$ cat src/rtl/jsu_pkg.sv
// Shared types, character codes, status codes and helper functions of the JSON string unescaper.
package jsu_pkg;

  // Result status codes.
  typedef enum logic [3:0] {
    ST_BUSY      = 4'd0,
    ST_DONE      = 4'd1,
    ST_CTRL_CHAR = 4'd2,
    ST_BAD_ESC   = 4'd3,
    ST_TRUNC     = 4'd4,
    ST_BAD_HEX   = 4'd5,
    ST_BAD_PAIR  = 4'd6,
    ST_UNPAIRED  = 4'd7,
    ST_UNTERM    = 4'd8
  } status_t;

  // Decoder modes, one-hot.
  typedef enum logic [6:0] {
    MODE_IDLE    = 7'b000_0001,
    MODE_PLAIN   = 7'b000_0010,
    MODE_ESC     = 7'b000_0100,
    MODE_HEX1    = 7'b000_1000,
    MODE_WANT_BS = 7'b001_0000,
    MODE_WANT_U  = 7'b010_0000,
    MODE_HEX2    = 7'b100_0000
  } mode_t;

  localparam logic [7:0] CH_QUOTE  = 8'h22;
  localparam logic [7:0] CH_BSLASH = 8'h5C;
  localparam logic [7:0] CH_SLASH  = 8'h2F;
  localparam logic [7:0] CH_B      = 8'h62;
  localparam logic [7:0] CH_F      = 8'h66;
  localparam logic [7:0] CH_N      = 8'h6E;
  localparam logic [7:0] CH_R      = 8'h72;
  localparam logic [7:0] CH_T      = 8'h74;
  localparam logic [7:0] CH_U      = 8'h75;
  localparam logic [7:0] CH_SPACE  = 8'h20;

  localparam logic [7:0] BS_CODE  = 8'h08;
  localparam logic [7:0] FF_CODE  = 8'h0C;
  localparam logic [7:0] LF_CODE  = 8'h0A;
  localparam logic [7:0] CR_CODE  = 8'h0D;
  localparam logic [7:0] TAB_CODE = 8'h09;

  localparam logic [20:0] SUPP_BASE = 21'h10000;

  // Up to four UTF-8 bytes, b0 is sent first.
  typedef struct packed {
    logic [2:0] n;
    logic [7:0] b0;
    logic [7:0] b1;
    logic [7:0] b2;
    logic [7:0] b3;
  } utf8_t;

  // Hex digit value; bit 4 set means the byte is not a hex digit.
  function automatic logic [4:0] hex_nibble(input logic [7:0] c);
    logic [4:0] v;
    v = 5'h10;
    if (c >= 8'h30 && c <= 8'h39) v = {1'b0, 4'(c - 8'h30)};
    else if (c >= 8'h61 && c <= 8'h66) v = {1'b0, 4'(c - 8'h57)};
    else if (c >= 8'h41 && c <= 8'h46) v = {1'b0, 4'(c - 8'h37)};
    return v;
  endfunction

  function automatic utf8_t encode_utf8(input logic [20:0] cp);
    utf8_t e;
    e = '0;
    if (cp < 21'h80) begin
      e.n  = 3'd1;
      e.b0 = cp[7:0];
    end else if (cp < 21'h800) begin
      e.n  = 3'd2;
      e.b0 = {3'b110, cp[10:6]};
      e.b1 = {2'b10, cp[5:0]};
    end else if (cp < 21'h10000) begin
      e.n  = 3'd3;
      e.b0 = {4'b1110, cp[15:12]};
      e.b1 = {2'b10, cp[11:6]};
      e.b2 = {2'b10, cp[5:0]};
    end else begin
      e.n  = 3'd4;
      e.b0 = {5'b11110, cp[20:18]};
      e.b1 = {2'b10, cp[17:12]};
      e.b2 = {2'b10, cp[11:6]};
      e.b3 = {2'b10, cp[5:0]};
    end
    return e;
  endfunction

endpackage

$ cat src/rtl/jsu_channels.sv
// Valid/ready channel interfaces for the raw text bytes and the decoded results.
interface jsu_in_if import jsu_pkg::*; ();
  logic       valid;
  logic       ready;
  logic [7:0] in_byte;
  logic       string_start;
  logic       text_last;

  modport source (output valid, in_byte, string_start, text_last, input ready);
  modport sink (input valid, in_byte, string_start, text_last, output ready);
endinterface

interface jsu_out_if import jsu_pkg::*; ();
  logic       valid;
  logic       ready;
  logic [7:0] out_byte;
  logic       data_valid;
  logic [3:0] status;
  logic       last_of_run;

  modport source (output valid, out_byte, data_valid, status, last_of_run, input ready);
  modport sink (input valid, out_byte, data_valid, status, last_of_run, output ready);
endinterface

$ cat src/rtl/json_string_unescape_utf8_unit.sv
// Top level: JSON string body unescaper producing UTF-8 bytes with a status per input byte.
//
//   Channel   Direction  Payload                                      Accepted when
//   in_ch     in         in_byte[8], string_start, text_last          valid && ready
//   out_ch    out        out_byte[8], data_valid, status[4], last     valid && ready
//
// Each accepted item is decoded in the cycle it is taken and its results (one to
// four) are loaded into a four-entry result buffer, which is drained one result per
// cycle while the output is ready. The input is held off while more than one result
// remains in the buffer, since the result buffer has a single output port.
// The next item is taken in the same cycle the last buffered result leaves.
// Bytes ignored while idle are taken without a result.
// Reset (rst_n low, synchronous) empties the buffer and puts the decoder in idle.
// A stalled output simply holds the buffer; no result is lost or repeated.
module json_string_unescape_utf8_unit import jsu_pkg::*; (
  input  logic  clk,
  input  logic  rst_n,
  jsu_in_if.sink     in_ch,
  jsu_out_if.source  out_ch
);

  // Decoder state.
  mode_t       mode_r, mode_nxt;
  logic [2:0]  hc_r, hc_nxt;
  logic [15:0] acc_r, acc_nxt;
  logic [9:0]  hs_r, hs_nxt;
  logic        pbh_r, pbh_nxt;

  // Result buffer.
  logic        bv_r;
  logic [2:0]  rem_r;
  logic [7:0]  byte_r [4];
  logic        dv_r;
  status_t     st_r;

  // Values after a possible string start.
  mode_t       mode_eff;
  logic [2:0]  hc_eff;
  logic [15:0] acc_eff;
  logic [9:0]  hs_eff;
  logic        pbh_eff;

  logic        produce;
  status_t     st_nxt;
  utf8_t       enc;
  logic [4:0]  nib;
  logic        in_acc;
  logic        out_take;

  assign in_acc   = in_ch.valid && in_ch.ready;
  assign out_take = bv_r && out_ch.ready;

  // The input is free whenever the buffer is empty or its last result leaves now.
  assign in_ch.ready = !bv_r || (out_ch.ready && rem_r == 3'd1);

  assign out_ch.valid       = bv_r;
  assign out_ch.out_byte    = byte_r[0];
  assign out_ch.data_valid  = dv_r;
  assign out_ch.last_of_run = (rem_r == 3'd1);
  assign out_ch.status      = (rem_r == 3'd1) ? st_r : ST_BUSY;

  always_comb begin
    if (in_ch.string_start) begin
      mode_eff = MODE_PLAIN;
      hc_eff   = '0;
      acc_eff  = '0;
      hs_eff   = '0;
      pbh_eff  = 1'b0;
    end else begin
      mode_eff = mode_r;
      hc_eff   = hc_r;
      acc_eff  = acc_r;
      hs_eff   = hs_r;
      pbh_eff  = pbh_r;
    end

    mode_nxt = mode_eff;
    hc_nxt   = hc_eff;
    acc_nxt  = acc_eff;
    hs_nxt   = hs_eff;
    pbh_nxt  = pbh_eff;
    st_nxt   = ST_BUSY;
    enc      = '0;
    produce  = (mode_eff != MODE_IDLE);
    nib      = hex_nibble(in_ch.in_byte);

    case (mode_eff)
      MODE_PLAIN: begin
        if (in_ch.in_byte == CH_QUOTE) begin
          st_nxt = ST_DONE;
        end else if (in_ch.in_byte < CH_SPACE) begin
          st_nxt = ST_CTRL_CHAR;
        end else if (in_ch.in_byte == CH_BSLASH) begin
          mode_nxt = MODE_ESC;
        end else begin
          enc.n  = 3'd1;
          enc.b0 = in_ch.in_byte;
        end
      end
      MODE_ESC: begin
        mode_nxt = MODE_PLAIN;
        enc.n    = 3'd1;
        case (in_ch.in_byte)
          CH_QUOTE, CH_BSLASH, CH_SLASH: enc.b0 = in_ch.in_byte;
          CH_B: enc.b0 = BS_CODE;
          CH_F: enc.b0 = FF_CODE;
          CH_N: enc.b0 = LF_CODE;
          CH_R: enc.b0 = CR_CODE;
          CH_T: enc.b0 = TAB_CODE;
          CH_U: begin
            enc.n    = 3'd0;
            mode_nxt = MODE_HEX1;
            hc_nxt   = '0;
            acc_nxt  = '0;
            pbh_nxt  = 1'b0;
          end
          default: begin
            enc.n  = 3'd0;
            st_nxt = ST_BAD_ESC;
          end
        endcase
      end
      MODE_WANT_BS: begin
        if (in_ch.in_byte == CH_BSLASH) mode_nxt = MODE_WANT_U;
        else st_nxt = ST_BAD_PAIR;
      end
      MODE_WANT_U: begin
        if (in_ch.in_byte == CH_U) begin
          mode_nxt = MODE_HEX2;
          hc_nxt   = '0;
          acc_nxt  = '0;
          pbh_nxt  = 1'b0;
        end else begin
          st_nxt = ST_BAD_PAIR;
        end
      end
      MODE_HEX1, MODE_HEX2: begin
        // A bad digit counts as zero and is only reported at the fourth digit.
        acc_nxt = {acc_eff[11:0], (nib[4] ? 4'h0 : nib[3:0])};
        pbh_nxt = pbh_eff | nib[4];
        hc_nxt  = hc_eff + 3'd1;
        if (hc_eff == 3'd3) begin
          hc_nxt = '0;
          if (pbh_nxt) begin
            st_nxt = ST_BAD_HEX;
          end else if (mode_eff == MODE_HEX1) begin
            if (acc_nxt inside {[16'hD800:16'hDBFF]}) begin
              hs_nxt   = acc_nxt[9:0];
              mode_nxt = MODE_WANT_BS;
            end else if (acc_nxt inside {[16'hDC00:16'hDFFF]}) begin
              st_nxt = ST_UNPAIRED;
            end else begin
              enc      = encode_utf8({5'd0, acc_nxt});
              mode_nxt = MODE_PLAIN;
            end
          end else begin
            if (!(acc_nxt inside {[16'hDC00:16'hDFFF]})) begin
              st_nxt = ST_BAD_PAIR;
            end else begin
              enc      = encode_utf8(SUPP_BASE + {1'b0, hs_eff, acc_nxt[9:0]});
              mode_nxt = MODE_PLAIN;
            end
          end
        end
      end
      default: ;
    endcase

    // End of text while still busy.
    if (st_nxt == ST_BUSY && in_ch.text_last) begin
      case (mode_nxt)
        MODE_PLAIN, MODE_ESC: st_nxt = ST_UNTERM;
        MODE_HEX1, MODE_HEX2: st_nxt = ST_TRUNC;
        default:              st_nxt = ST_BAD_PAIR;
      endcase
    end

    // Any final status ends the string.
    if (st_nxt != ST_BUSY) begin
      mode_nxt = MODE_IDLE;
      hc_nxt   = '0;
      acc_nxt  = '0;
      hs_nxt   = '0;
      pbh_nxt  = 1'b0;
    end
  end

  always_ff @(posedge clk) begin
    if (!rst_n) begin
      mode_r <= MODE_IDLE;
      hc_r   <= '0;
      acc_r  <= '0;
      hs_r   <= '0;
      pbh_r  <= 1'b0;
    end else if (in_acc) begin
      mode_r <= mode_nxt;
      hc_r   <= hc_nxt;
      acc_r  <= acc_nxt;
      hs_r   <= hs_nxt;
      pbh_r  <= pbh_nxt;
    end
  end

  // Result buffer: loads all results of an item at once, then shifts one out per take.
  always_ff @(posedge clk) begin
    if (!rst_n) begin
      bv_r  <= 1'b0;
      rem_r <= '0;
    end else if (in_acc && produce) begin
      bv_r  <= 1'b1;
      rem_r <= (enc.n == 3'd0) ? 3'd1 : enc.n;
    end else if (out_take) begin
      if (rem_r == 3'd1) bv_r <= 1'b0;
      rem_r <= rem_r - 3'd1;
    end
  end

  always_ff @(posedge clk) begin
    if (in_acc && produce) begin
      byte_r[0] <= enc.b0;
      byte_r[1] <= enc.b1;
      byte_r[2] <= enc.b2;
      byte_r[3] <= enc.b3;
      dv_r      <= (enc.n != 3'd0);
      st_r      <= st_nxt;
    end else if (out_take) begin
      byte_r[0] <= byte_r[1];
      byte_r[1] <= byte_r[2];
      byte_r[2] <= byte_r[3];
    end
  end

  // A result without data is always the only result of its item.
  a_nodata_is_last: assert property (@(posedge clk) disable iff (!rst_n)
    out_ch.valid && !out_ch.data_valid |-> out_ch.last_of_run)
    else $error("result without data is not the last of its item");

  // Results before the last one of an item carry data and busy status.
  a_early_busy: assert property (@(posedge clk) disable iff (!rst_n)
    out_ch.valid && !out_ch.last_of_run |-> out_ch.data_valid && out_ch.status == ST_BUSY)
    else $error("early result carries a final status or no data");

  // Input is held off while more than one result remains buffered.
  a_hold_input: assert property (@(posedge clk) disable iff (!rst_n)
    bv_r && rem_r > 3'd1 |-> !in_ch.ready)
    else $error("input taken while results remain");

  // A final status always returns the decoder to idle.
  a_final_idle: assert property (@(posedge clk) disable iff (!rst_n)
    in_acc && produce && st_nxt != ST_BUSY |=> mode_r == MODE_IDLE)
    else $error("decoder not idle after final status");

endmodule
$ cat src/flat_wrapper.sv
// flat-port wrapper written by rule: the top's interface ports become plain ports
module json_string_unescape_utf8_unit_flat import jsu_pkg::*;
  (clk, rst_n, in_ch_valid, in_ch_in_byte, in_ch_string_start, in_ch_text_last, in_ch_ready, out_ch_valid, out_ch_out_byte, out_ch_data_valid, out_ch_status, out_ch_last_of_run, out_ch_ready);
  jsu_in_if in_ch_i ();
  jsu_out_if out_ch_i ();
  input  logic clk;
  input  logic rst_n;
  input wire logic [$bits(in_ch_i.valid)-1:0] in_ch_valid;
  input wire logic [$bits(in_ch_i.in_byte)-1:0] in_ch_in_byte;
  input wire logic [$bits(in_ch_i.string_start)-1:0] in_ch_string_start;
  input wire logic [$bits(in_ch_i.text_last)-1:0] in_ch_text_last;
  output wire logic [$bits(in_ch_i.ready)-1:0] in_ch_ready;
  output wire logic [$bits(out_ch_i.valid)-1:0] out_ch_valid;
  output wire logic [$bits(out_ch_i.out_byte)-1:0] out_ch_out_byte;
  output wire logic [$bits(out_ch_i.data_valid)-1:0] out_ch_data_valid;
  output wire logic [$bits(out_ch_i.status)-1:0] out_ch_status;
  output wire logic [$bits(out_ch_i.last_of_run)-1:0] out_ch_last_of_run;
  input wire logic [$bits(out_ch_i.ready)-1:0] out_ch_ready;
  assign in_ch_i.valid = in_ch_valid;
  assign in_ch_i.in_byte = in_ch_in_byte;
  assign in_ch_i.string_start = in_ch_string_start;
  assign in_ch_i.text_last = in_ch_text_last;
  assign in_ch_ready = in_ch_i.ready;
  assign out_ch_valid = out_ch_i.valid;
  assign out_ch_out_byte = out_ch_i.out_byte;
  assign out_ch_data_valid = out_ch_i.data_valid;
  assign out_ch_status = out_ch_i.status;
  assign out_ch_last_of_run = out_ch_i.last_of_run;
  assign out_ch_i.ready = out_ch_ready;
  json_string_unescape_utf8_unit u_core (.clk(clk), .rst_n(rst_n), .in_ch(in_ch_i), .out_ch(out_ch_i));
endmodule
$ cat config.mk
export PLATFORM = sky130hd
export DESIGN_NAME = json_string_unescape_utf8_unit_flat
export DESIGN_NICKNAME = d
export VERILOG_FILES = /design/src/rtl/jsu_pkg.sv /design/src/rtl/jsu_channels.sv /design/src/rtl/json_string_unescape_utf8_unit.sv /design/src/flat_wrapper.sv
export SDC_FILE = /design/constraint.sdc
export NUM_CORES = 1
export LEC_CHECK = 0
export BUFFER_PORTS_ARGS = -buffer_cell sky130_fd_sc_hd__buf_2
export CORE_MARGIN = 10
export CORE_UTILIZATION = 60
export CTS_CLUSTER_DIAMETER = 80
export CTS_CLUSTER_SIZE = 8
export DETAILED_ROUTE_END_ITERATION = 8
export HOLD_SLACK_MARGIN = 0.15
export PLACE_DENSITY = 0.81
export SYNTH_ARGS = -nofsm -noshare
export SYNTH_HDL_FRONTEND = slang
export SYNTH_SLANG_ARGS = --single-unit
$ cat constraint.sdc
create_clock -name clk -period 5.1 [get_ports clk]
set_clock_uncertainty 0.15 [all_clocks]
set_input_delay 0.51 -clock clk [delete_from_list [all_inputs] [get_ports clk]]
set_output_delay 0.51 -clock clk [all_outputs]
set_load 0.005 [all_outputs]
==> metrics.md, run 1 <==
| Metric | Value |
|---|---|
| Syn_nets | `around 690` |
| Net Sw Power | `about 0.38 mW` |
| CTS sink cnt | `71` |
| Slowest CP cell | `or4_4` |
| RSZ-0062 raised after global routing | `no` |
| Number of synthesized flops with an enable pin | `34` |
| Syn avg cell area | `~8 µm²` |
| Top Metal Used | `met4` |
| Die area | `12850 µm²` |
| HP Class | `flop to flop` |
| Total grt overflow | `0` |
| CP startpoint kind | `flop` |
| Total CTS buffers | `9` |
| NumNets Final | `a little under 700` |
| Peak Freq | `around 270 MHz` |
| CTS tree | `built` |
| DR DRC count | `0` |
| CP top delay family | `simple AND/OR/NAND/NOR gates` |
| Ratio of cells with drive above 1 in the final layout | `between 10% and 20%` |
| Routed met2 length | `7463 µm` |
| Most used DFF post-synth | `dfxtp_1` |
| Crit share post-route | `between 70% and 80%` |
| Number of vias per cell | `slightly above 7` |
| RePlAce Congestion | `around 1.0` |
| Die X | `around 110 µm` |
| Chip Height | `~110 µm` |
| Hold violation count in the final report | `0` |
| GRT Overall Usage | `roughly a quarter` |
| Logic pwr share | `a little over an eighth` |
| Final Setup Violations | `0` |
| Crit path time final | `3.758 ns` |
| Met3 wire length | `2254 µm` |
| CP Capture Type | `flop` |
| Commonest non-fill, non-tap cell in the layout | `nand2_1` |
| Status | `finished, final reports clean` |
| Detail Route Antenna Nets | `0` |
| Max Fanout on Critical Path | `11` |
| CTS Buffer Depth | `2` |
| Final TNS setup | `0 ns` |
| Worst-Margin Slew | `about 1.1 ns` |
| Worst-path cell chain | `or4_4, nor4_4, nand2b_1, or3_1, a21oi_1, nor4b_1, a211oi_1, o21ai_0` |
| # H-tree levels | `3` |
| Arrival @ worst endpoint | `between 3 and 4 ns` |
| Synth async-reset ratio | `0%` |
| Max-cap violation count | `0` |
| Post-synthesis cell type count | `74` |
| Initial DRT Pass Iterations | `6` |
| Post-CTS sizing | `0` |
| Ports | `30` |
| Root buf cell | `clkbuf_8` |
| Clock power share | `between 30% and 40%` |
| N_diodes | `0` |
| Buf/Inv on CP | `0` |
| Part of the power in registers | `51.3%` |
| DP Area | `roughly 5400 µm²` |
| Register bit total from synthesis | `about 70` |
| DP Wirelength | `about 13000 µm` |
| WS Path Type | `flop to flop` |
| Drt first-iter violations | `891` |
| Routed WL | `around 17000 µm` |
| Critical Path RT | `5.15 ns` |
| IO buf count | `29` |
| Cells after synthesis | `between 600 and 700` |
| Finished Layout Cells | `777` |
| Via Count | `~5500` |
| Core ar. | `8341 µm²` |
| Power per Cell Area | `roughly 220 nW/µm²` |
| Post-route setup slack | `roughly 1.3 ns` |
| Synthesized cell area | `5229 µm²` |
| Switching Fraction | `between 30% and 40%` |
| Dpl cells | `between 700 and 800` |
| Design area | `between 5000 and 6000 µm²` |
| First-pass GRT wire length | `27140 µm` |
| Final Slew Violations | `0` |
| Largest net degree at the start of global routing | `39` |
| Int Pwr | `about 0.86 mW` |
| Max-slew headroom | `between 20% and 30%` |
| Post-Place Worst Slack | `roughly 1.2 ns` |
| Vias in the first global route | `between 4000 and 5000` |
| Seq/Total Area, Yosys | `~34%` |
| Worst skew pair latency | `0.37 ns` |
| Most frequent cells in the layout | `nand2_1 (84), o21ai_0 (59), nor2_1 (53), a21oi_1 (52), nand3_1 (40)` |
| Post-CTS Hold Buffers | `0` |
| VDD IR max | `about 0.12 mV` |
| Yosys Warn Count | `0` |
| Post-CTS Setup Bufs | `0` |
| Drt wl/cell | `around 22 µm` |
| FP Rows | `33` |
| CP max stage delay | `around 0.6 ns` |
| Reg2Reg Setup Slack | `~1.3 ns` |
| Reg clk slew, reported paths | `about 0.08 ns` |
| Register area | `between 1500 and 2000 µm²` |
| FILL cells | `698` |
| Initial antenna violation count | `0` |
| Area of the multi-input gates | `3177 µm²` |
| Initial core utilization | `between 60% and 70%` |
| Leak | `~1.9 nW` |
| Metal-1 WL | `about 6800 µm` |
| Syn-to-layout area delta | `6.030%` |
per-stage QoR:
stage          power, mW  util [%]  hold slack, ns
4_1_cts            1.241     66.47          0.3092
5_1_grt            1.286     66.47          0.3246
6_report           1.244     66.47          0.3103
3_5_place_dp      0.8111     64.24          0.2923
2_1_floorplan     0.7591         -          0.2747
3_3_place_gp      0.8048     64.24          0.2877
sequential cells by signal (all words and copies together) (netlist names):
register and cells:
u_core.hs_r 10, u_core.byte_r 29, u_core.acc_r 12, u_core.out_ch.data_valid 1, u_core.out_ch.valid 1, u_core.hc_r 3, u_core.st_r 4, u_core.mode_r 7
u_core.rem_r 3, u_core.pbh_r 1
final timing paths:
check | startpoint | end | depth (start not counted)
min reg2reg | u_core.hc_r[1]$_SDFFE_PN0P_ | u_core.hc_r[1]$_SDFFE_PN0P_ | 1
max | u_core.mode_r[4]$_SDFFE_PN0P_ | u_core.byte_r[0][3]$_DFFE_PP_ | 8
min | u_core.hc_r[1]$_SDFFE_PN0P_ | u_core.hc_r[1]$_SDFFE_PN0P_ | 1
max reg2reg | u_core.mode_r[4]$_SDFFE_PN0P_ | u_core.byte_r[0][3]$_DFFE_PP_ | 8
worst reg2reg max path, delay by kind of cell, from the launching register on:
kind / cells / cell delay [ns]
AO/OA/AOI/OAI: 3 / 0.67
AND/OR/NAND/NOR: 5 / 2.38
flip-flops: 1 / 0.41
final cells by class:
type	instances	share of cell area [%]
Sequential cell	71	31.78
Inverter	24	1.625
Clock inverter	7	1.128
Multi-Input combinational cell	525	57.30
Clock buffer	9	2.234
Timing Repair Buffer	36	3.566
Tap cell	105	2.370
cells in the mapped netlist, drive strengths merged (7+ instances only):
cell type / instances / area [µm²]
a22oi: 9 / 67.56
nor2: 53 / 198.9
nand2b: 15 / 93.84
inv: 24 / 90.09
clkbuf: 24 / 90.09
a211oi: 7 / 62.56
nand2: 84 / 315.3
a21o: 7 / 52.55
ha: 8 / 100.1
or3: 7 / 43.79
nor2b: 19 / 118.9
edfxtp: 34 / 1021
nor3: 17 / 96.35
o2bb2ai: 8 / 70.07
o21ai: 60 / 300.3
dfxtp: 37 / 740.7
buf: 19 / 110.1
nor4: 12 / 126.4
and2: 8 / 50.05
nand3: 40 / 200.2
a31oi: 14 / 102.6
o22ai: 11 / 68.82
a21oi: 52 / 260.3
power groups by stage:
| stage | clock (mW) | combinational [mW] | sequential, mW |
|---|---|---|---|
| after global placement | 0 | 0.154 | 0.650 |
| after detailed placement | 0 | 0.160 | 0.651 |
| after global routing | 0.469 | 0.177 | 0.641 |
| after CTS | 0.443 | 0.160 | 0.638 |
| final | 0.442 | 0.164 | 0.638 |
| after floorplan | 0 | 0.112 | 0.647 |
cell families after synthesis:
family,share of synthesized area (%)
AND/OR/NAND/NOR,28.81
AO/OA/AOI/OAI,27.83
flip-flops,33.69
buffers and inverters,5.552
XOR/XNOR,1.986
adder cells (fa/ha/maj),1.914
multiplexers,0.2153
per-layer routing:
layer / up-vias / track usage (%)
met4: 0 / 12.01
met3: 69 / 6.392
met5: - / 0
met1: 2540 / 34.62
li1: 2473 / -
met2: 442 / 38.82
(Power assumes the default switching activity.)
==> inputs of run 2 (changes only) <==
--- a/config.mk
+++ b/config.mk
@@ -7,12 +7,12 @@
 export LEC_CHECK = 0
 export BUFFER_PORTS_ARGS = -buffer_cell sky130_fd_sc_hd__buf_2
 export CORE_MARGIN = 10
-export CORE_UTILIZATION = 60
+export CORE_UTILIZATION = 56
 export CTS_CLUSTER_DIAMETER = 80
 export CTS_CLUSTER_SIZE = 8
 export DETAILED_ROUTE_END_ITERATION = 8
 export HOLD_SLACK_MARGIN = 0.15
-export PLACE_DENSITY = 0.81
+export PLACE_DENSITY = 0.79
 export SYNTH_ARGS = -nofsm -noshare
 export SYNTH_HDL_FRONTEND = slang
 export SYNTH_SLANG_ARGS = --single-unit
==> constraint.sdc (replaced) <==
create_clock -name clk -period 3.1 [get_ports clk]
set_clock_uncertainty 0.15 [all_clocks]
set_input_delay 0.31 -clock clk [delete_from_list [all_inputs] [get_ports clk]]
set_output_delay 0.31 -clock clk [all_outputs]
set_load 0.005 [all_outputs]
==> run 2 against run 1 <==
Effect of this change: critical path depth increased by 1; power is 77% higher; flip-flop and latch count unchanged; maximum frequency grew 24%; sequential share of layout area fell by 3.1 points; final cell count rose by 9.5%; combinational power rose by 82%.
==> metrics.md, run 2 (synthesis results as in run 1) <==
| Metric | Value |
|---|---|
| Buf/Inv on CP | `2 (was 0)` |
| VDD IR max | `0.2868 mV (was 0.1198 mV)` |
| Max-slew headroom | `40.72% (was 29.50%)` |
| Detail Route Antenna Nets | `0 (unchanged)` |
| Total CTS buffers | `9 (unchanged)` |
| WS Path Type | `flop to flop (unchanged)` |
| Initial DRT Pass Iterations | `5 (was 6)` |
| Routed WL | `18010 µm (was 17310 µm)` |
| N_diodes | `0 (unchanged)` |
| CTS Buffer Depth | `2 (unchanged)` |
| Hold_sp | `in_ch_text_last (was u_core.hc_r[1]$_SDFFE_PN0P_)` |
| Ports | `30 (unchanged)` |
| Dpl cells | `833 (was 761)` |
| CTS tree | `built (unchanged)` |
| RSZ-0062 raised after global routing | `yes (was no)` |
| Final Slew Violations | `0 (unchanged)` |
| Hold endpoint | `u_core.st_r[1]$_DFFE_PP_ (was u_core.hc_r[1]$_SDFFE_PN0P_)` |
| Die area | `13600 µm² (was 12850 µm²)` |
| Worst skew pair latency | `0.36 ns (was 0.37 ns)` |
| Syn-to-layout area delta | `17.35% (was 6.030%)` |
| Status | `finished, final reports clean (unchanged)` |
| HP Class | `input port to flop (was flop to flop)` |
| Initial core utilization | `57.13% (was 62.69%)` |
| Crit share post-route | `98.00% (was 73.69%)` |
| Final Setup Violations | `0 (unchanged)` |
| Finished Layout Cells | `851 (was 777)` |
| Slowest CP cell | `or4_4 (unchanged)` |
| RePlAce Congestion | `0.9846 (was 1.041)` |
| DP Wirelength | `13800 µm (was 12760 µm)` |
| Max Fanout on Critical Path | `16 (was 11)` |
| Largest net degree at the start of global routing | `25 (was 39)` |
| GRT Overall Usage | `26.64% (was 26.03%)` |
| Peak Freq | `329.2 MHz (was 266.1 MHz)` |
| Number of vias per cell | `6.632 (was 7.109)` |
| # H-tree levels | `3 (unchanged)` |
| CP max stage delay | `0.58 ns (was 0.60 ns)` |
| DP Area | `5869 µm² (was 5358 µm²)` |
| CP startpoint kind | `flop (unchanged)` |
| NumNets Final | `757 (was 689)` |
| Worst-path cell chain | `or4_4, nor4b_4, buf_4, a211oi_1, o221ai_2, nor4_4, buf_4, a31o_2, o2bb2ai_1 (was or4_4, nor4_4, nand2b_1, or3_1, a21oi_1, nor4b_1, a211oi_1, o21ai_0)` |
| Core ar. | `9153 µm² (was 8341 µm²)` |
| Most frequent cells in the layout | `nand2_1 (84), buf_4 (73), o21ai_0 (58), nor2_1 (53), a21oi_1 (52) (was nand2_1 (84), o21ai_0 (59), nor2_1 (53), a21oi_1 (52), nand3_1 (40))` |
| Chip Height | `116.6 µm (was 113.4 µm)` |
| Drt wl/cell | `21.17 µm (was 22.28 µm)` |
| Die X | `116.6 µm (was 113.4 µm)` |
| First-pass GRT wire length | `28010 µm (was 27140 µm)` |
| CP Capture Type | `flop (unchanged)` |
| Ratio of cells with drive above 1 in the final layout | `19.73% (was 11.01%)` |
| Reg clk slew, reported paths | `0.08 ns (about the same)` |
| Worst-Margin Slew | `0.8883 ns (was 1.055 ns)` |
| FP Rows | `35 (was 33)` |
| Root buf cell | `clkbuf_8 (unchanged)` |
| Commonest non-fill, non-tap cell in the layout | `nand2_1 (unchanged)` |
| Power per Cell Area | `358.2 nW/µm² (was 224.4 nW/µm²)` |
| Reg2reg path depth | `9 (was 8)` |
| RR Startpoint | `u_core.mode_r[1]$_SDFFE_PN0P_ (was u_core.mode_r[4]$_SDFFE_PN0P_)` |
| Leak | `2.220 nW (was 1.862 nW)` |
| Max-cap violation count | `0 (unchanged)` |
| Via Count | `5644 (was 5524)` |
| Reg2Reg Setup Slack | `0.06 ns (was 1.34 ns)` |
| Reg2reg end | `u_core.acc_r[6]$_SDFFE_PN0P_ (was u_core.byte_r[0][3]$_DFFE_PP_)` |
| Crit path time final | `3.038 ns (was 3.758 ns)` |
| Hold violation count in the final report | `0 (unchanged)` |
| Critical Path RT | `3.19 ns (was 5.15 ns)` |
| Arrival @ worst endpoint | `3.13 ns (was 3.81 ns)` |
| Initial antenna violation count | `0 (unchanged)` |
| Drt first-iter violations | `760 (was 891)` |
| DR DRC count | `0 (unchanged)` |
| CTS sink cnt | `71 (unchanged)` |
| FILL cells | `789 (was 698)` |
| IO buf count | `29 (unchanged)` |
| Design area | `6136 µm² (was 5544 µm²)` |
| Min-Delay Path Depth | `3 (was 1)` |
| Largest registers | `u_core.byte_r: 29 flops, u_core.acc_r: 12 flops, u_core.hs_r: 10 flops (unchanged)` |
| Total grt overflow | `0 (unchanged)` |
| Largest register FFs | `29 (unchanged)` |
| Largest Register | `u_core.byte_r (unchanged)` |
| Vias in the first global route | `5227 (was 4930)` |
| CP most frequent cell | `buf_4` |
| CP top delay family | `simple AND/OR/NAND/NOR gates (unchanged)` |
## run 2: where the power goes
group	switching, mW	leakage, nW	internal, mW
Sequential	0.0164	0.632	1.03
Clock	0.391	0.110	0.461
Combinational	0.190	1.48	0.107
Total	0.598	2.22	1.60
## run 2: worst max-delay path by stage
stage,slack [ns],cells past startpoint,start,end
after floorplan,-0.008,13,in_ch_string_start,u_core.byte_r[0][0]$_DFFE_PP_
after global placement,0.01,11,in_ch_string_start,u_core.st_r[2]$_DFFE_PP_
after detailed placement,-0.05,12,in_ch_in_byte[0],u_core.st_r[1]$_DFFE_PP_
after CTS,0.04,9,u_core.mode_r[1]$_SDFFE_PN0P_,u_core.st_r[1]$_DFFE_PP_
after global routing,-0.03,9,u_core.mode_r[1]$_SDFFE_PN0P_,u_core.st_r[1]$_DFFE_PP_
final,0.06,9,u_core.mode_r[1]$_SDFFE_PN0P_,u_core.acc_r[6]$_SDFFE_PN0P_
## run 2: final cells by class
class | count | area (µm²) | area share [%]
multi-input cells | 525 | 3204 | 52.22
flip-flops and latches | 71 | 1762 | 28.71
repair buffers | 104 | 714.4 | 11.64
well taps | 111 | 138.9 | 2.263
clock buffers | 9 | 123.9 | 2.019
clock inverters | 7 | 102.6 | 1.672
inverters | 24 | 90.09 | 1.468
## run 2: stage by stage
| stage | setup TNS (ns) | power (mW) | setup slack [ns] | util [%] | hold slack, ns |
|---|---|---|---|---|---|
| after floorplan | -0.008392 | 1.253 | -0.008392 | - | 0.2747 |
| after global placement | 0 | 1.351 | 0.01222 | 64.13 | 0.2885 |
| after detailed placement | -0.1245 | 1.359 | -0.05281 | 64.13 | 0.2924 |
| after CTS | 0 | 2.195 | 0.03752 | 66.71 | 0.1545 |
| after global routing | -0.09576 | 2.263 | -0.03468 | 67.04 | 0.1703 |
| final | 0 | 2.198 | 0.06202 | 67.04 | 0.1592 |
## run 2: worst register-to-register path, delay by kind of cell, from the launching register on
family	cells	cell delay, ns
simple gates	3	0.99
buf+inv	2	0.47
flops	1	0.31
compound gates	4	0.99
## run 2: routing by layer
metal / vias to the layer above / global-route usage [%] / part of all wire (%)
li1: 2616 / - / -
met3: 48 / 5.804 / 9.4
met2: 329 / 41.74 / 45
met5: - / 0 / 0
met1: 2651 / 34.96 / 43
met4: 0 / 10.54 / 2.6
## run 2: repair_timing
action | in CTS | in global routing
setup endpoints to repair | 0 | 15
hold buffers | 1 | 0
resized for setup | 0 | 5
buffers inserted | 0 | 1
endpoints found under the hold margin | 1 | 0
==> inputs of run 3 (changes only) <==
--- a/config.mk
+++ b/config.mk
@@ -5,14 +5,16 @@
 export SDC_FILE = /design/constraint.sdc
 export NUM_CORES = 1
 export LEC_CHECK = 0
+export ABC_CLOCK_PERIOD_IN_PS = 3400
 export BUFFER_PORTS_ARGS = -buffer_cell sky130_fd_sc_hd__buf_2
 export CORE_MARGIN = 10
-export CORE_UTILIZATION = 56
+export CORE_UTILIZATION = 60
 export CTS_CLUSTER_DIAMETER = 80
 export CTS_CLUSTER_SIZE = 8
 export DETAILED_ROUTE_END_ITERATION = 8
 export HOLD_SLACK_MARGIN = 0.15
-export PLACE_DENSITY = 0.79
+export PLACE_DENSITY = 0.81
 export SYNTH_ARGS = -nofsm -noshare
 export SYNTH_HDL_FRONTEND = slang
 export SYNTH_SLANG_ARGS = --single-unit
+export TNS_END_PERCENT = 5
==> constraint.sdc (replaced) <==
create_clock -name clk -period 3.4 [get_ports clk]
set_clock_uncertainty 0.15 [all_clocks]
set_input_delay 0.34 -clock clk [delete_from_list [all_inputs] [get_ports clk]]
set_output_delay 0.34 -clock clk [all_outputs]
set_load 0.005 [all_outputs]
==> run 3 against run 2 <==
Effect of this change: final cell count down 3.8%; first-iteration DRC count increased by 4.3%; design area decreased by 4.4%; non-clock buffer count fell by 26; via count grew 1.8%; clock-buffer cell count did not move; flip-flop and latch count unchanged; routed wire length fell by 0.56%; largest cell class unchanged; hold slack better by 0.017 ns; clock power down 23%; setup slack improved by 0.13 ns; core utilization increased by 3.3 points.
==> metrics.md, run 3 (synthesis results as in run 1) <==
| Metric | Value |
|---|---|
| CTS tree | `built (unchanged)` |
| Area of the multi-input gates | `3182 µm² (was 3204 µm²)` |
| Dpl cells | `803 (was 833)` |
| Post-CTS Setup Bufs | `0 (unchanged)` |
| Leak | `2.064 nW (was 2.220 nW)` |
| Drt first-iter violations | `793 (was 760)` |
| Initial antenna violation count | `0 (unchanged)` |
| Largest net degree at the start of global routing | `25 (unchanged)` |
| Final Setup Violations | `0 (unchanged)` |
| DP Wirelength | `13580 µm (was 13800 µm)` |
| Largest register FFs | `29 (unchanged)` |
| GRT Overall Usage | `26.82% (was 26.64%)` |
| Number of vias per cell | `7.016 (was 6.632)` |
| Detail Route Antenna Nets | `0 (unchanged)` |
| Logic pwr share | `14.0% (was 13.5%)` |
| Hold violation count in the final report | `0 (unchanged)` |
| CTS sink cnt | `71 (unchanged)` |
| Vias in the first global route | `5243 (was 5227)` |
| Switching Fraction | `30.21% (was 27.20%)` |
| Net Sw Power | `0.5671 mW (was 0.5978 mW)` |
| FILL cells | `710 (was 789)` |
| Worst-Margin Slew | `0.8743 ns (was 0.8883 ns)` |
| Most frequent cells in the layout | `nand2_1 (84), o21ai_0 (59), nor2_1 (53), a21oi_1 (52), buf_4 (49) (was nand2_1 (84), buf_4 (73), o21ai_0 (58), nor2_1 (53), a21oi_1 (52))` |
| FP Rows | `33 (was 35)` |
| Power per Cell Area | `320.2 nW/µm² (was 358.2 nW/µm²)` |
| CP max stage delay | `0.61 ns (was 0.58 ns)` |
| Root buf cell | `clkbuf_8 (unchanged)` |
| Final Slew Violations | `0 (unchanged)` |
| Arrival @ worst endpoint | `3.33 ns (was 3.13 ns)` |
| Drt wl/cell | `21.87 µm (was 21.17 µm)` |
| CTS Buffer Depth | `2 (unchanged)` |
| Part of the power in registers | `51.0% (was 47.7%)` |
| CP startpoint kind | `flop (unchanged)` |
| Critical Path RT | `3.53 ns (was 3.19 ns)` |
| Max-slew headroom | `41.65% (was 40.72%)` |
| Max-cap violation count | `0 (unchanged)` |
| Initial core utilization | `62.69% (was 57.13%)` |
| # H-tree levels | `3 (unchanged)` |
| Ports | `30 (unchanged)` |
| RePlAce Congestion | `1.039 (was 0.9846)` |
| Commonest non-fill, non-tap cell in the layout | `nand2_1 (unchanged)` |
| First-pass GRT wire length | `28250 µm (was 28010 µm)` |
| VDD IR max | `0.2723 mV (was 0.2868 mV)` |
| Post-route setup slack | `0.1952 ns (was 0.06202 ns)` |
| Final TNS setup | `0 ns (unchanged)` |
| WS Path Type | `flop to flop (unchanged)` |
| Total CTS buffers | `9 (unchanged)` |
| Int Pwr | `1.310 mW (was 1.600 mW)` |
| Syn-to-layout area delta | `12.13% (was 17.35%)` |
| Register area | `1762 µm² (unchanged)` |
| Peak Freq | `312.0 MHz (was 329.2 MHz)` |
| Max Fanout on Critical Path | `7 (was 16)` |
| Routed WL | `17910 µm (was 18010 µm)` |
| Largest Register | `u_core.byte_r (unchanged)` |
| Largest registers | `u_core.byte_r: 29 flops, u_core.acc_r: 12 flops, u_core.hs_r: 10 flops (unchanged)` |
| IO buf count | `29 (unchanged)` |
| HP Class | `input port to flop (unchanged)` |
| Slowest CP cell | `or4_4 (unchanged)` |
| Total grt overflow | `0 (unchanged)` |
| Via Count | `5746 (was 5644)` |
| Post-CTS sizing | `0 (unchanged)` |
| Post-CTS Hold Buffers | `0 (was 1)` |
| DR DRC count | `0 (unchanged)` |
| NumNets Final | `731 (was 757)` |
| Status | `finished, final reports clean (unchanged)` |
| Ratio of cells with drive above 1 in the final layout | `16.39% (was 19.73%)` |
| Crit share post-route | `94.26% (was 98.00%)` |
| Chip Height | `113.4 µm (was 116.6 µm)` |
| Reg clk slew, reported paths | `0.08 ns (about the same)` |
| Core ar. | `8341 µm² (was 9153 µm²)` |
| Die area | `12850 µm² (was 13600 µm²)` |
| Post-Place Worst Slack | `0.07068 ns (was -0.05281 ns)` |
| Die X | `113.4 µm (was 116.6 µm)` |
| Buf/Inv on CP | `1 (was 2)` |
| CP top delay family | `simple AND/OR/NAND/NOR gates (unchanged)` |
| Crit path time final | `3.205 ns (was 3.038 ns)` |
| N_diodes | `0 (unchanged)` |
| Initial DRT Pass Iterations | `5 (unchanged)` |
| Finished Layout Cells | `819 (was 851)` |
| Design Power | `1.877 mW (was 2.198 mW)` |
| CP Capture Type | `flop (unchanged)` |
| Clock power share | `35.0% (was 38.8%)` |
| Worst skew pair latency | `0.36 ns (about the same)` |
| RSZ-0062 raised after global routing | `no (was yes)` |
| Worst-path cell chain | `or4_4, nor4b_4, xnor2_2, a31oi_1, or2_2, nor3_4, buf_4, a32oi_1, a21oi_1 (was or4_4, nor4b_4, buf_4, a211oi_1, o221ai_2, nor4_4, buf_4, a31o_2, o2bb2ai_1)` |
## run 3: area by class of cell
class / instances / share of cell area [%]
clock buffer: 9 / 2.113
inverter: 24 / 1.536
timing repair buffer: 78 / 8.749
clock inverter: 7 / 1.046
multi-input combinational: 525 / 54.27
tap: 105 / 2.241
sequential: 71 / 30.05
## run 3: worst reg2reg max path, cell delays in order, from the launching register on
cell     delay [ns]
dfxtp_1        0.39
or4_4          0.61
nor4b_4        0.41
xnor2_2        0.19
a31oi_1        0.11
or2_2          0.40
nor3_4         0.37
buf_4          0.22
a32oi_1        0.12
a21oi_1        0.16
## run 3: worst paths after layout
path	from	to	slack, ns	cells after the start
worst max-delay path	u_core.mode_r[1]$_SDFFE_PN0P_	u_core.acc_r[5]$_SDFFE_PN0P_	0.20	9
worst min-delay path	rst_n	u_core.mode_r[0]$_SDFFE_PN1P_	0.18	2
worst max register to register	u_core.mode_r[1]$_SDFFE_PN0P_	u_core.acc_r[5]$_SDFFE_PN0P_	0.20	9
worst min register to register	u_core.hc_r[2]$_SDFFE_PN0P_	u_core.hc_r[2]$_SDFFE_PN0P_	0.31	2
## run 3: power groups by stage
stage	Sequential, mW	Clock (mW)	Combinational, mW
global placement	0.975	0	0.247
CTS	0.957	0.653	0.257
finish	0.957	0.657	0.263
detailed placement	0.977	0	0.256
floorplan	0.970	0	0.169
global route	0.961	0.689	0.285
## run 3: metrics by stage
stage | cell area, µm² | util [%] | hold slack, ns
finish | 5863 | 70.30 | 0.1759
global route | 5863 | 70.30 | 0.1986
CTS | 5858 | 70.24 | 0.1665
detailed placement | 5673 | 68.02 | 0.2955
global placement | 5673 | 68.02 | 0.2909
floorplan | 5234 | - | 0.2747
## run 3: layer usage
metal / vias to the layer above / share of wire (%) / track usage [%] / routed length (µm)
met1: 2692 / 40 / 35.41 / 7141
met4: 0 / 3.7 / 10.07 / 671
met5: - / 0 / 0 / 0
li1: 2556 / - / - / -
met2: 427 / 45 / 41.36 / 8001
met3: 71 / 12 / 6.550 / 2098
